--- src/hw/rtl/gsm_pkg.sv ---
// Group status monitor: shared types, opcodes, register indexes and constants.
// Used by every module of the block; no dependencies.
package gsm_pkg;

	// Table holds entries 1..GROUP_SIZE; the device field is 4 bits, so at most 15.
	localparam int GROUP_SIZE = 15;
	localparam int DEV_W      = 4;

	localparam logic [DEV_W-1:0] OWN_RESET = DEV_W'(1);
	localparam logic [15:0]      TLIM_RESET = 16'h0000;
	localparam logic [15:0]      FLIM_RESET = 16'hFFFF;

	// PDOP 6.0 in tenths
	localparam logic [9:0] PDOP_LIMIT = 10'd60;

	// flag byte layout
	localparam int BATT_MSB  = 2;
	localparam int FIX_BIT   = 3;
	localparam int PDOP_BIT  = 4;
	localparam int ALARM_BIT = 5;

	typedef enum logic [2:0] {
		OP_RX    = 3'd0,
		OP_OWN   = 3'd1,
		OP_FIELD = 3'd2,
		OP_DIST  = 3'd3,
		OP_MEM   = 3'd4,
		OP_EVAL  = 3'd5,
		OP_QUERY = 3'd6
	} opcode_t;

	typedef enum logic [1:0] {
		FLD_BATT  = 2'd0,
		FLD_FIX   = 2'd1,
		FLD_PDOP  = 2'd2,
		FLD_ALARM = 2'd3
	} field_t;

	typedef enum logic [1:0] {
		REG_OWN  = 2'd0,
		REG_TLIM = 2'd1,
		REG_FLIM = 2'd2
	} reg_idx_t;

	typedef struct packed {
		logic [DEV_W-1:0] own;
		logic [15:0]      tlim;
		logic [15:0]      flim;
	} cfg_t;

	// one command beat traveling down the cell chain, with its result so far
	typedef struct packed {
		logic             valid;
		opcode_t          op;
		logic [DEV_W-1:0] dev;
		logic [31:0]      uptime;
		logic [7:0]       fbyte;
		field_t           sel;
		logic [2:0]       val;
		logic [31:0]      meters;
		logic [9:0]       pdop;
		logic             fix;
		logic             present;
		logic [7:0]       flag;
		logic             tmark;
		logic             fmark;
		logic [31:0]      elapsed;
		logic             aa;
		logic             at;
		logic             af;
	} beat_t;

endpackage

--- src/hw/rtl/gsm_regs.sv ---
// Group status monitor: APB configuration registers.
// Depends on gsm_pkg.
module gsm_regs (
	input  logic              clk,
	input  logic              arst_n,
	input  logic              psel,
	input  logic              penable,
	input  logic              pwrite,
	input  logic [3:0]        paddr,
	input  logic [31:0]       pwdata,
	output logic [31:0]       prdata,
	output logic              pready,
	output gsm_pkg::cfg_t     cfg,
	output logic              own_wr
);
	import gsm_pkg::*;

	cfg_t     cfg_q;
	logic     wr_en;
	reg_idx_t idx;

	assign pready = 1'b1;
	assign wr_en  = psel && penable && pwrite;
	assign idx    = reg_idx_t'(paddr[3:2]);
	assign own_wr = wr_en && (idx == REG_OWN);
	assign cfg    = cfg_q;

	always_ff @(posedge clk or negedge arst_n) begin
		if (!arst_n) begin
			cfg_q.own  <= OWN_RESET;
			cfg_q.tlim <= TLIM_RESET;
			cfg_q.flim <= FLIM_RESET;
		end else if (wr_en) begin
			case (idx)
				REG_OWN:  cfg_q.own  <= pwdata[DEV_W-1:0];
				REG_TLIM: cfg_q.tlim <= pwdata[15:0];
				REG_FLIM: cfg_q.flim <= pwdata[15:0];
				default:  ;
			endcase
		end
	end

	always_comb begin
		case (idx)
			REG_OWN:  prdata = 32'(cfg_q.own);
			REG_TLIM: prdata = 32'(cfg_q.tlim);
			REG_FLIM: prdata = 32'(cfg_q.flim);
			default:  prdata = '0;
		endcase
	end

endmodule

--- config.mk ---
export PLATFORM = sky130hd
export DESIGN_NAME = gsm_regs
export DESIGN_NICKNAME = d
export VERILOG_FILES = /design/src/hw/rtl/gsm_pkg.sv /design/src/hw/rtl/gsm_regs.sv
export SDC_FILE = /design/constraint.sdc
export NUM_CORES = 1
export LEC_CHECK = 0
export ABC_AREA = 1
export BUFFER_PORTS_ARGS = -buffer_cell sky130_fd_sc_hd__buf_2
export CAP_MARGIN = 10
export CORE_MARGIN = 3
export CORE_UTILIZATION = 25
export CTS_BUF_LIST = sky130_fd_sc_hd__clkbuf_16
export CTS_CLUSTER_DIAMETER = 40
export DETAILED_ROUTE_END_ITERATION = 8
export HOLD_SLACK_MARGIN = 0.05
export SLEW_MARGIN = 20
export SYNTH_ARGS = -nofsm -noshare
export SYNTH_HDL_FRONTEND = slang
export SYNTH_SLANG_ARGS = --single-unit
--- constraint.sdc ---
create_clock -name clk -period 0.8 [get_ports clk]
set_input_delay 0.16 -clock clk [delete_from_list [all_inputs] [get_ports clk]]
set_output_delay 0.16 -clock clk [all_outputs]
set_load 0.01 [all_outputs]
==> impl_summary.log <==
INFO  metric numCtsBuffers = 5
INFO  metric port_buffers = 75
INFO  metric setup-tns-final = -16730 ps
INFO  metric maxClockFrequency = 820 MHz
INFO  metric pin_count_of_the_biggest_net_entering_global_routing = 37
INFO  metric grt_remaining_overflow = 0
INFO  metric diodes = 0
INFO  metric top_level_ports = 111
INFO  metric antenna_violations_before_repair = 0
INFO  metric detail_route.drc_violations = 0
INFO  metric wire_per_inst = 12.5 um
INFO  metric netlist_instances = 239
INFO  metric postLayoutSetupSlackWorst = -420 ps
INFO  metric internal-power = 5.14 mW
INFO  metric power.share.clock = 24.7%
INFO  metric placement_rows = 31
INFO  metric ys_dominant_reg_cell = dfrtp_1
INFO  metric synth.largest_area_cell = nand2_1
INFO  metric clkLatencyLatePin = 270 ps
INFO  metric synth.top_cells.by_area = nand2_1 (29%), dfrtp_1 (25%), dfstp_2 (23%), buf_4 (7.1%), nand2_2 (3.3%)
INFO  metric layout_worst_path_cycle_share = 153%
INFO  metric synth_most_common_cell = nand2_1
INFO  metric timing_hold_violations_final = 0
INFO  metric critical_path_arrival = 1060 ps
INFO  metric power_per_cell_area = 2200 nW/um^2
INFO  metric max_cap_violations = 0
INFO  metric clock_tree.root_cell = clkbuf_16
INFO  metric gp_routability_congestion = 0.751
INFO  metric setup_violations = 62
INFO  metric data_required_time_of_the_worst_path = 640 ps
INFO  metric yosysWarnings = 0
INFO  metric finClkSkew = 0 ps
INFO  metric fraction_of_layout_instances_using_a_drive_strength_above_1 = 55.6%
INFO  metric final_antenna_net_count = 0
INFO  metric slew_violations = 0
INFO  metric crit_path_end_kind = output port
INFO  metric finish.cell_count_without_fillers = 464
INFO  metric netlist.area_leader.share = 29.3%
INFO  metric worstSetupPathType = reg -> out
INFO  metric vdd_drop_max = 1.02 mV
INFO  metric number_of_instances_in_the_placed_design = 435
INFO  metric worst_setup_hold_path_clk_slew = 60 ps
INFO  metric 1st_pass_router_iterations = 4
INFO  metric chipHeight = 93.3 um
INFO  metric vias = 1896
INFO  metric violations = negative setup slack
INFO  metric status = finished, violations left
INFO  metric clockBufferDepth = 2
INFO  metric synthesis.area = 1910 sq um
INFO  metric layout.nets = 405
INFO  metric hold_path.class = in -> reg
INFO  metric total_switching_power = 2.16 mW
INFO  metric ys_seq_area_share = 48.4%
INFO  metric vias_per_cell = 4.09
INFO  metric design_power_total = 7.30 mW
INFO  metric detailed_place_hpwl = 3690 um
INFO  metric wl = 5810 um
INFO  metric core_region_area = 7330 sq um
INFO  metric post_synth_edffs = 0
INFO  metric layout-area-overhead-vs-synth = 73.8%
INFO  metric grt_pass1_vias = 1775
INFO  metric post_synth_num_cell_types = 20
INFO  metric maximum_level_of_the_cts_h_tree = 2
INFO  metric power.leakage = 1.78 nW
INFO  metric largest_register_ffs = 36
INFO  metric synth_common_cells = nand2_1 (149), dfrtp_1 (19), buf_4 (18), dfstp_2 (17), nand2_2 (10)
INFO  metric setup.worst_path.start_class = flop
INFO  metric ys_ff_latch = 36
INFO  metric grtUsageTotal = 13.6%
INFO  metric ys_async_sr_fraction = 100%
INFO  metric die_width = 93.3 um
INFO  metric power.share.switching = 29.6%
INFO  metric cts_tree = built
INFO  metric crit_path_max_fanout = 3
INFO  metric syn_area_per_cell = 7.97 sq um
INFO  metric detailed_router_s_first_iteration_violation_count = 65
INFO  metric share_comb_of_total_power = 39.4%
INFO  metric power_frac_seq = 35.9%
INFO  metric numClockSinks = 36
INFO  metric grt_pass1_wl = 9230 um
INFO  metric finalHoldWorstSlack = 95.0 ps
INFO  metric final.min_clock_period = 1220 ps
INFO  metric dp_worst_setup_slack = -317 ps
INFO  metric setup_repair_after_global_routing_missed_its_margin = yes
INFO  metric dieArea = 8710 sq um
INFO  metric initial_core_util = 26.0%
cells in the final DEF (no fill, tap or decap), drive strengths merged:
master	netlist	layout
nand2	163	163
buf	23	125
dfrtp	19	19
conb	2	17
dfstp	17	17
inv	5	6
clkbuf	0	5
nand3	5	5
nor2	5	5
clkinv	0	2
dlygate4sd3	0	1
timing repair:
| item | 4_1_cts | 5_1_grt |
|---|---|---|
| endpoints found under the hold margin | 19 | 0 |
| gates resized for setup | 65 | 28 |
| pin swaps | 6 | 13 |
| endpoints found under the setup margin | 75 | 84 |
| setup buffers | 11 | 15 |
| hold buffers | 1 | 0 |
stage by stage:
stage                     util [%]  area, sq um
after CTS                     42.9         3150
final                         45.2         3310
after global routing          45.2         3310
after global placement        35.3         2590
after floorplan                  -         2020
after detailed placement      35.3         2590
path summary, 6_finish.rpt:
path                            startpoint          to  slack (ps)  cells after the start
worst max-delay path               cfg[11]  prdata[11]        -420                      3
worst min-delay path             pwdata[4]      cfg[4]         100                      3
worst max register to register     cfg[13]     cfg[13]        -140                      5
worst min register to register      cfg[1]      cfg[1]         480                      2
max in group asynchronous           arst_n     cfg[14]         160                      3
min in group asynchronous           arst_n     cfg[33]         380                      3
per-layer routing:
layer | vias to the layer above | GRT usage (%) | share of wire (%)
li1 | 934 | - | -
met1 | 903 | 16.9 | 42
met2 | 54 | 23.8 | 52
met3 | 5 | 3.14 | 5.3
met4 | 0 | 2.93 | 0.53
met5 | - | 0 | 0
power groups by stage:
stage	combinational, mW	clock [mW]	sequential, mW
floorplan	0.694	0	2.82
finish	2.87	1.80	2.62
global route	3.12	1.97	2.68
CTS	2.58	1.88	2.63
global placement	1.89	0	2.60
detailed placement	1.92	0	2.61
logic make-up after synthesis:
group,share of synthesized area (%)
simple gates,39.8
flops,48.4
buf+inv,11.4
other cells,0.394
critical path: stages, from the launching register on:
cell,delay (ps)
dfstp_2,540
nand2_1,70
nand2_2,90
buf_6,100
area by class of cell:
| class | count | area, sq um |
|---|---|---|
| repair buffers | 126 | 1140 |
| inverters | 5 | 43.8 |
| multi-input cells | 190 | 943 |
| clock buffers | 5 | 125 |
| clock inverters | 3 | 12.5 |
| flip-flops and latches | 36 | 922 |
| fillers | 718 | 4020 |
| well taps | 99 | 124 |
Note: power is estimated with default switching activity, not from simulation.
