==> config.mk <==
export PLATFORM = sky130hd
export DESIGN_NAME = gsm_cell
export DESIGN_NICKNAME = d
export VERILOG_FILES = /design/src/hw/rtl/gsm_pkg.sv /design/src/hw/rtl/gsm_cell.sv
export SDC_FILE = /design/constraint.sdc
export NUM_CORES = 1
export LEC_CHECK = 0
export BUFFER_PORTS_ARGS = -buffer_cell sky130_fd_sc_hd__buf_2
export CAP_MARGIN = 20
export CORE_AREA = 2 2 162 164
export CTS_BUF_LIST = sky130_fd_sc_hd__clkbuf_2
export CTS_CLUSTER_DIAMETER = 60
export CTS_CLUSTER_SIZE = 20
export DETAILED_ROUTE_END_ITERATION = 10
export DIE_AREA = 0 0 164 166
export HOLD_SLACK_MARGIN = 0.05
export PLACE_DENSITY = 0.73
export SLEW_MARGIN = 20
export SYNTH_ARGS = -nofsm -noshare
export SYNTH_HDL_FRONTEND = slang
export SYNTH_SLANG_ARGS = --single-unit
==> constraint.sdc <==
create_clock -name clk -period 5.1 [get_ports clk]
set_clock_uncertainty 0.15 [all_clocks]
set_input_delay 0.765 -clock clk [delete_from_list [all_inputs] [get_ports clk]]
set_output_delay 0.765 -clock clk [all_outputs]
set_load 0.01 [all_outputs]
==> src/hw/rtl/gsm_pkg.sv <==
// Group status monitor: shared types, opcodes, register indexes and constants.
// Used by every module of the block; no dependencies.
package gsm_pkg;

	// Table holds entries 1..GROUP_SIZE; the device field is 4 bits, so at most 15.
	localparam int GROUP_SIZE = 15;
	localparam int DEV_W      = 4;

	localparam logic [DEV_W-1:0] OWN_RESET = DEV_W'(1);
	localparam logic [15:0]      TLIM_RESET = 16'h0000;
	localparam logic [15:0]      FLIM_RESET = 16'hFFFF;

	// PDOP 6.0 in tenths
	localparam logic [9:0] PDOP_LIMIT = 10'd60;

	// flag byte layout
	localparam int BATT_MSB  = 2;
	localparam int FIX_BIT   = 3;
	localparam int PDOP_BIT  = 4;
	localparam int ALARM_BIT = 5;

	typedef enum logic [2:0] {
		OP_RX    = 3'd0,
		OP_OWN   = 3'd1,
		OP_FIELD = 3'd2,
		OP_DIST  = 3'd3,
		OP_MEM   = 3'd4,
		OP_EVAL  = 3'd5,
		OP_QUERY = 3'd6
	} opcode_t;

	typedef enum logic [1:0] {
		FLD_BATT  = 2'd0,
		FLD_FIX   = 2'd1,
		FLD_PDOP  = 2'd2,
		FLD_ALARM = 2'd3
	} field_t;

	typedef enum logic [1:0] {
		REG_OWN  = 2'd0,
		REG_TLIM = 2'd1,
		REG_FLIM = 2'd2
	} reg_idx_t;

	typedef struct packed {
		logic [DEV_W-1:0] own;
		logic [15:0]      tlim;
		logic [15:0]      flim;
	} cfg_t;

	// one command beat traveling down the cell chain, with its result so far
	typedef struct packed {
		logic             valid;
		opcode_t          op;
		logic [DEV_W-1:0] dev;
		logic [31:0]      uptime;
		logic [7:0]       fbyte;
		field_t           sel;
		logic [2:0]       val;
		logic [31:0]      meters;
		logic [9:0]       pdop;
		logic             fix;
		logic             present;
		logic [7:0]       flag;
		logic             tmark;
		logic             fmark;
		logic [31:0]      elapsed;
		logic             aa;
		logic             at;
		logic             af;
	} beat_t;

endpackage

==> src/hw/rtl/gsm_cell.sv <==
// Group status monitor: one table entry and its stage of the command chain.
// Depends on gsm_pkg.
module gsm_cell (
	input  logic                      clk,
	input  logic                      arst_n,
	input  logic [gsm_pkg::DEV_W-1:0] idx,
	input  gsm_pkg::cfg_t             cfg,
	input  logic                      own_wr,
	input  gsm_pkg::beat_t            beat_in,
	output gsm_pkg::beat_t            beat_out
);
	import gsm_pkg::*;

	logic        present_q, mem_q, tmark_q, fmark_q;
	logic [31:0] seen_q, dist_q, elapsed_q;
	logic [7:0]  flag_q;

	logic        present_n, mem_n, tmark_n, fmark_n;
	logic [31:0] seen_n, dist_n, elapsed_n;
	logic [7:0]  flag_n;

	logic        is_own, own_hit, dev_hit, present_cur;
	beat_t       beat_n, beat_q;

	assign is_own      = (idx == cfg.own);
	assign own_hit     = beat_in.valid && is_own;
	assign dev_hit     = beat_in.valid && (idx == beat_in.dev);
	assign present_cur = present_q || is_own;

	always_comb begin
		present_n = present_q;
		mem_n     = mem_q;
		tmark_n   = tmark_q;
		fmark_n   = fmark_q;
		seen_n    = seen_q;
		dist_n    = dist_q;
		elapsed_n = elapsed_q;
		flag_n    = flag_q;
		beat_n    = beat_in;

		// own entry keeps its mark when the own number moves away
		if (own_wr && is_own) begin
			present_n = 1'b1;
		end

		case (beat_in.op)
			OP_RX: begin
				if (dev_hit) begin
					present_n = 1'b1;
					seen_n    = beat_in.uptime;
					flag_n    = beat_in.fbyte;
				end
			end
			OP_OWN: begin
				if (own_hit) begin
					seen_n           = beat_in.uptime;
					flag_n[FIX_BIT]  = beat_in.fix;
					flag_n[PDOP_BIT] = (beat_in.pdop <= PDOP_LIMIT);
				end
			end
			OP_FIELD: begin
				if (own_hit) begin
					unique case (beat_in.sel)
						FLD_BATT:  flag_n[BATT_MSB:0] = beat_in.val;
						FLD_FIX:   flag_n[FIX_BIT]    = beat_in.val[0];
						FLD_PDOP:  flag_n[PDOP_BIT]   = beat_in.val[0];
						FLD_ALARM: flag_n[ALARM_BIT]  = beat_in.val[0];
					endcase
				end
			end
			OP_DIST: begin
				if (dev_hit) begin
					dist_n = beat_in.meters;
				end
			end
			OP_MEM: begin
				if (dev_hit) begin
					mem_n = beat_in.val[0];
				end
			end
			OP_EVAL: begin
				if (beat_in.valid) begin
					if (present_cur) begin
						elapsed_n = beat_in.uptime - seen_q;
					end
					if (!mem_q && (cfg.tlim != '0)) begin
						tmark_n   = (elapsed_n > 32'(cfg.tlim));
						beat_n.at = beat_in.at | tmark_n;
					end
					if (present_cur) begin
						fmark_n   = (dist_q > 32'(cfg.flim));
						beat_n.af = beat_in.af | fmark_n;
					end
					beat_n.aa = beat_in.aa | flag_q[ALARM_BIT];
				end
			end
			default: ;
		endcase

		if (dev_hit) begin
			beat_n.present = present_n || is_own;
			beat_n.flag    = flag_n;
			beat_n.tmark   = tmark_n;
			beat_n.fmark   = fmark_n;
			beat_n.elapsed = elapsed_n;
		end
	end

	always_ff @(posedge clk or negedge arst_n) begin
		if (!arst_n) begin
			present_q <= 1'b0;
			mem_q     <= 1'b0;
			tmark_q   <= 1'b0;
			fmark_q   <= 1'b0;
			seen_q    <= '0;
			dist_q    <= '0;
			elapsed_q <= '0;
			flag_q    <= '0;
		end else begin
			present_q <= present_n;
			mem_q     <= mem_n;
			tmark_q   <= tmark_n;
			fmark_q   <= fmark_n;
			seen_q    <= seen_n;
			dist_q    <= dist_n;
			elapsed_q <= elapsed_n;
			flag_q    <= flag_n;
		end
	end

	always_ff @(posedge clk or negedge arst_n) begin
		if (!arst_n) begin
			beat_q <= '0;
		end else begin
			beat_q <= beat_n;
		end
	end

	assign beat_out = beat_q;

endmodule

==> out/metrics.cfg, run 1 <==
[clock_network]
cts-resized-gates = 0
clkSinkCount = 250
clkSlewWorstSetupHoldPaths_ns = 0.31
cts_buffer_depth = 3
clock_latency_ns = 0.87
numCtsBuffers = 21
h-tree-depth = 1
cts-root-buf = clkbuf_2
cts_tree = yes

[synth]
synth_fa_ha_area_frac = 0.0685
yosysTopAreaCell = dfrtp_1
synth_top_family_by_area = simple AND/OR/NAND/NOR gates
postSynthAreaPerCell_um2 = 10.7
syn_inst = 1102
synth_area_um2 = 11800
synth_cell_types = 73
synth_fp_nets = 1351
synthXorXnorAreaFrac = 0.0258
yosys_warnings = 0
yosys.area.top_type_share = 0.530
synth_area_leaders = dfrtp_1 53%, mux2_2 8.2%, ha_1 6.7%, nand2_1 4.9%, nor2_1 2.9%
synth_compound_area_frac = 0.115
ys_ff_latch = 250
synth_edf_count = 0
synth-simple-area-share = 0.134
yosysSeqAreaShare = 0.530
synth.area.mux_share = 0.0872
synth-main-ff-cell = dfrtp_1
synthArstFlopShare = 1.00

[final_layout]
layout_commonest_cell = buf_2
syn_to_final_growth_pct = 31.5
n_fill_cell = 2081
post-route-util = 0.606
final_layout_size_suffix_gt1_frac = 0.306
nNetsFinal = 1814
final_cell_mix = 325 x buf_2, 250 x dfrtp_1, 153 x nand2_1

[timing]
tightest_slew_ns = 0.973
setup_viol = 0
hold_viol_final = 0
rsz0062_at_grt = false
fmax_ghz = 0.227
fin_setup_tns_ns = 0
max_slew_margin = 0.349
period_needed_ns = 4.40
fin_crit_sh = 0.863
slew_violations = 0

[hold_path]
hold_depth = 2
holdPathEnd = beat_out[70]$_DFF_PN0_
hold_class = in2reg
hold_start = beat_in[70]

[floorplanning]
die_area_um2 = 27200
dieWidth_um = 164
core_um2 = 25600
io_pins = 327
die_h_um = 166
num_rows = 59
start_util = 0.461

[drt]
viasPerCell = 5.20
post_drt_wl_per_cell_um = 17.8
drt_first_pass_iters = 5
drc = 0
vias = 9992
ant_nets = 0
wl_um = 34100
drtIter0Drc = 547

[setup_path]
rr_worst_depth = 20
r2r_end = beat_out[36]$_DFF_PN0_
cp-start-kind = input pin
cpMaxStageDelayCell = dlygate4sd3_1
critical_path_class = in2reg
cp_max_fo = 3
end_kind = register
r2r_slack_ns = 0.93
crit_required_ns = 5.72
max_stage_delay_ns = 0.53
critPathLaunch = beat_in[102]
crit_arrival_ns = 5.01
cp_cell_sequence = dlygate4sd3_1 -> buf_2 -> inv_1 -> ha_1 -> inv_1 -> fa_1 -> a211oi_1 -> o211ai_1 -> a21boi_0 -> o221ai_1 -> xor2_1 -> nand2_1 -> nand2_1 -> ha_1 -> nand3_1 -> nor2_1 -> nand2_1 -> nor2_1 -> a221oi_1 -> o221ai_1 -> o2bb2ai_1 -> nor3_1 -> a21oi_1
worst_path_most_repeated_cell = nand2_1
r2r-start = seen_q[0]$_DFFE_PN0P_

[run]
maxCapViolations = 0

[pwr]
ir_drop_uv = 248
switchingPower_uw = 1980
internal_power_uw = 3360
p_leak_uw = 0.00764
powerDensity_nw_per_um2 = 344
seqPwrFrac = 0.450
sw_frac_of_total = 0.371
comb_power_share = 0.365
pwr-share-clk = 0.185

[grt]
grt_pass1_wl_um = 53000
grt.overflow.total = 0
grtUsageTotal = 0.247
grt_max_degree = 125
grt_pass1_vias = 10200
antenna_found_initial = 7

[status]
outcome = complete, no violations

[placement]
port_buffers = 326
gp_congestion = 0.865
dp_hpwl_um = 24900

-- power groups by stage --
stage | Clock, uW | Combinational, uW | Sequential (uW)
after floorplan | 0 | 1230 | 2450
after global placement | 0 | 1810 | 2430
after detailed placement | 0 | 1840 | 2440
after CTS | 1040 | 1940 | 2410
after global routing | 1100 | 2170 | 2450
final | 988 | 1950 | 2410
-- cells in the mapped netlist, types with 12 or more instances --
cell type  count
dfrtp_1      250
nand2_1      153
nor2_1        92
mux2_2        86
inv_1         70
ha_1          63
a21oi_1       51
o21ai_0       32
clkbuf_1      26
a31oi_1       22
nor3_1        19
xnor2_1       18
a21o_1        16
nand4_1       14
nor4_1        14
nand3_1       13
xor2_1        13
o21a_1        12
-- layout make-up --
| type | instances | area (um^2) | area share |
|---|---|---|---|
| flip-flops and latches | 250 | 6260 | 0.403 |
| multi-input cells | 739 | 5090 | 0.328 |
| repair buffers | 483 | 3180 | 0.205 |
| well taps | 335 | 419 | 0.0270 |
| inverters | 70 | 263 | 0.0169 |
| clock inverters | 15 | 186 | 0.0120 |
| clock buffers | 23 | 115 | 0.00742 |
| diodes | 6 | 15.0 | 0.000967 |
-- state kept, by name, summed over array words and instances, names as in the netlist --
signal	flops
tmark_q	1
fmark_q	1
mem_q	1
dist_q	32
seen_q	32
beat_out	142
elapsed_q	32
present_q	1
flag_q	8
-- worst max-delay path: cells and delay by family --
kind,cells,cell delay (ns)
AOI/OAI and AO/OA,8,1.74
adders and majority gates,3,0.89
buffers and inverters,4,0.79
and+or+nand+nor,7,0.67
xor gates and xnor gates,1,0.18
-- through the flow --
step	cell area [um^2]	instances	worst slack, ns	hold WS [ns]	power, uW
3_5_place_dp	13800	1733	0.336	0.310	4280
5_1_grt	15500	1921	0.286	0.263	5710
4_1_cts	15500	1915	0.790	0.272	5380
6_report	15500	1921	0.701	0.361	5340
3_3_place_gp	13800	1733	0.461	0.303	4250
2_1_floorplan	11800	1102	0.996	0.290	3680
-- timing repair --
item,4_1_cts,5_1_grt
buffers inserted,0,0
setup endpoints to repair,0,0
hold endpoints to repair,336,0
hold buffers,144,0
-- kinds of logic after synthesis --
kind of cell             count (synthesis)
AO/OA/AOI/OAI                          203
XOR/XNOR                                33
adder cells (fa/ha/maj)                 64
buffers and inverters                  113
flip-flops                             250
multiplexers                            92
AND/OR/NAND/NOR                        347
-- layer usage --
| layer | up-vias | wire, um | GRT usage |
|---|---|---|---|
| met1 | 4787 | 13700 | 0.298 |
| met4 | 2 | 1230 | 0.0873 |
| met2 | 347 | 17300 | 0.445 |
| li1 | 4774 | - | - |
| met5 | - | 13 | 0 |
| met3 | 82 | 1870 | 0.0377 |
-- worst max path at each step --
stage	end	slack [ns]	cells after the start
global route	beat_out[1]$_DFF_PN0_	0.29	23
finish	beat_out[36]$_DFF_PN0_	0.70	23
floorplan	beat_out[36]$_DFF_PN0_	1.0	21
global placement	beat_out[36]$_DFF_PN0_	0.46	22
detailed placement	beat_out[36]$_DFF_PN0_	0.34	22
CTS	beat_out[36]$_DFF_PN0_	0.79	23
(Power assumes the default switching activity.)
==> run 2, diff against run 1 <==
CELL_PAD_IN_SITES_DETAIL_PLACEMENT = 0   (was not set)
CELL_PAD_IN_SITES_GLOBAL_PLACEMENT = 1   (was not set)
CORE_AREA = 2 2 171 173   (was 2 2 162 164)
DIE_AREA = 0 0 173 175   (was 0 0 164 166)
PLACE_DENSITY = 0.83   (was 0.73)
==> out/metrics.cfg, run 2 (synthesis results as in run 1) <==
[status]
outcome = complete, no violations

[setup_path]
critical_path_class = in2reg
worst_path_most_repeated_cell = nand2_1
end_kind = register
path_buf_inv = 4
cp-start-kind = input pin
crit_arrival_ns = 5.07
cpMaxStageDelayCell = dlygate4sd3_1
cp_max_fo = 3
max_stage_delay_ns = 0.53
cp_cell_sequence = dlygate4sd3_1 -> buf_2 -> inv_1 -> ha_1 -> inv_1 -> fa_1 -> a211oi_1 -> o211ai_1 -> a21boi_0 -> o221ai_1 -> xor2_1 -> nand2_1 -> nand2_1 -> ha_1 -> nand3_1 -> nor2_1 -> nand2_1 -> nor2_1 -> a221oi_1 -> o221ai_1 -> o2bb2ai_1 -> nor3_1 -> a21oi_1
crit_required_ns = 5.75
critical_path.top_delay_family = compound AO/OA/AOI/OAI gates

[final_layout]
post-route-util = 0.549
largest_reg_flops = 142
final_cell_mix = 325 x buf_2, 250 x dfrtp_1, 153 x nand2_1
layout_commonest_cell = buf_2
syn_to_final_growth_pct = 32.2
multi_input_area_um2 = 5090
fin_area_um2 = 15600
area.sequential_um2 = 6260
n_fill_cell = 2535
final_layout_size_suffix_gt1_frac = 0.306
nNetsFinal = 1814

[timing]
period_needed_ns = 4.42
max_slew_margin = 0.343
fin_crit_sh = 0.867
tightest_slew_ns = 0.986
slew_violations = 0
hold_viol_final = 0
setup_viol = 0
fin_setup_tns_ns = 0
fmax_ghz = 0.226
rsz0062_at_grt = false

[hold_path]
hold_class = in2reg

[clock_network]
cts_tree = yes
h-tree-depth = 1
clkSinkCount = 250
clkSlewWorstSetupHoldPaths_ns = 0.32
cts-resized-gates = 0
cts-root-buf = clkbuf_2
cts_buffer_depth = 3
numCtsBuffers = 23
clock_latency_ns = 0.90

[grt]
grt_pass1_vias = 9997
grt_pass1_wl_um = 54100
grt_max_degree = 130
grtUsageTotal = 0.226
antenna_found_initial = 4
grt.overflow.total = 0

[drt]
post_drt_wl_per_cell_um = 17.5
wl_um = 34400
drc = 0
viasPerCell = 5.02
drt_first_pass_iters = 5
ant_nets = 0
drtIter0Drc = 450
vias = 9879

[floorplanning]
die_area_um2 = 30300
die_h_um = 175
start_util = 0.416
dieWidth_um = 173
core_um2 = 28400
num_rows = 62
io_pins = 327

[run]
maxCapViolations = 0

[pwr]
p_leak_uw = 0.00766
powerDensity_nw_per_um2 = 345
ir_drop_uv = 254

[placement]
dp_hpwl_um = 25400
placed_cell_area_um2 = 13800
port_buffers = 326
gp_congestion = 0.875

[run 2: path summary, 6_finish.rpt]
check / slack (ns) / start / depth (start not counted) / endpoint
max: 0.68 / beat_in[102] / 23 / beat_out[1]$_DFF_PN0_
min: 0.34 / beat_in[102] / 2 / beat_out[102]$_DFF_PN0_
max reg2reg: 0.85 / seen_q[0]$_DFFE_PN0P_ / 20 / beat_out[1]$_DFF_PN0_
min reg2reg: 0.37 / flag_q[2]$_DFF_PN0_ / 2 / flag_q[2]$_DFF_PN0_
max in group asynchronous: 3.17 / arst_n / 3 / seen_q[8]$_DFFE_PN0P_
min in group asynchronous: 0.37 / arst_n / 2 / beat_out[51]$_DFF_PN0_
[run 2: layout make-up]
cell class / count / area share
tap: 384 / 0.0308
antenna: 4 / 0.000642
sequential: 250 / 0.401
inverter: 70 / 0.0168
timing repair buffer: 481 / 0.203
clock buffer: 24 / 0.00770
clock inverter: 17 / 0.0137
multi-input combinational: 739 / 0.326
[run 2: repair_timing]
action	4_1_cts	5_1_grt
hold endpoints to repair	342	0
hold buffers	144	0
buffers inserted	0	0
endpoints found under the setup margin	0	0
[run 2: power breakdown]
group	total [uW]	internal, uW	switching (uW)
clock	1040	264	775
combinational	1940	802	1130
sequential	2400	2270	129
total	5380	3340	2040
[run 2: stage by stage]
stage          total power (uW)  hold slack [ns]  setup WS, ns  std cells
2_1_floorplan              3680            0.290         0.996       1102
3_3_place_gp               4260            0.303         0.435       1780
3_5_place_dp               4290            0.308         0.319       1780
4_1_cts                    5440            0.212         0.804       1965
5_1_grt                    5780            0.204         0.506       1969
6_report                   5380            0.340         0.678       1969
[run 2: layer usage]
metal  track usage  share of wire  wire length [um]  up-vias
li1              -              -                 -     4778
met1         0.290           0.43             14900     4768
met2         0.400           0.50             17100      289
met3        0.0361          0.050              1710       44
met4        0.0516          0.019               647        0
met5             0              0                 0        -
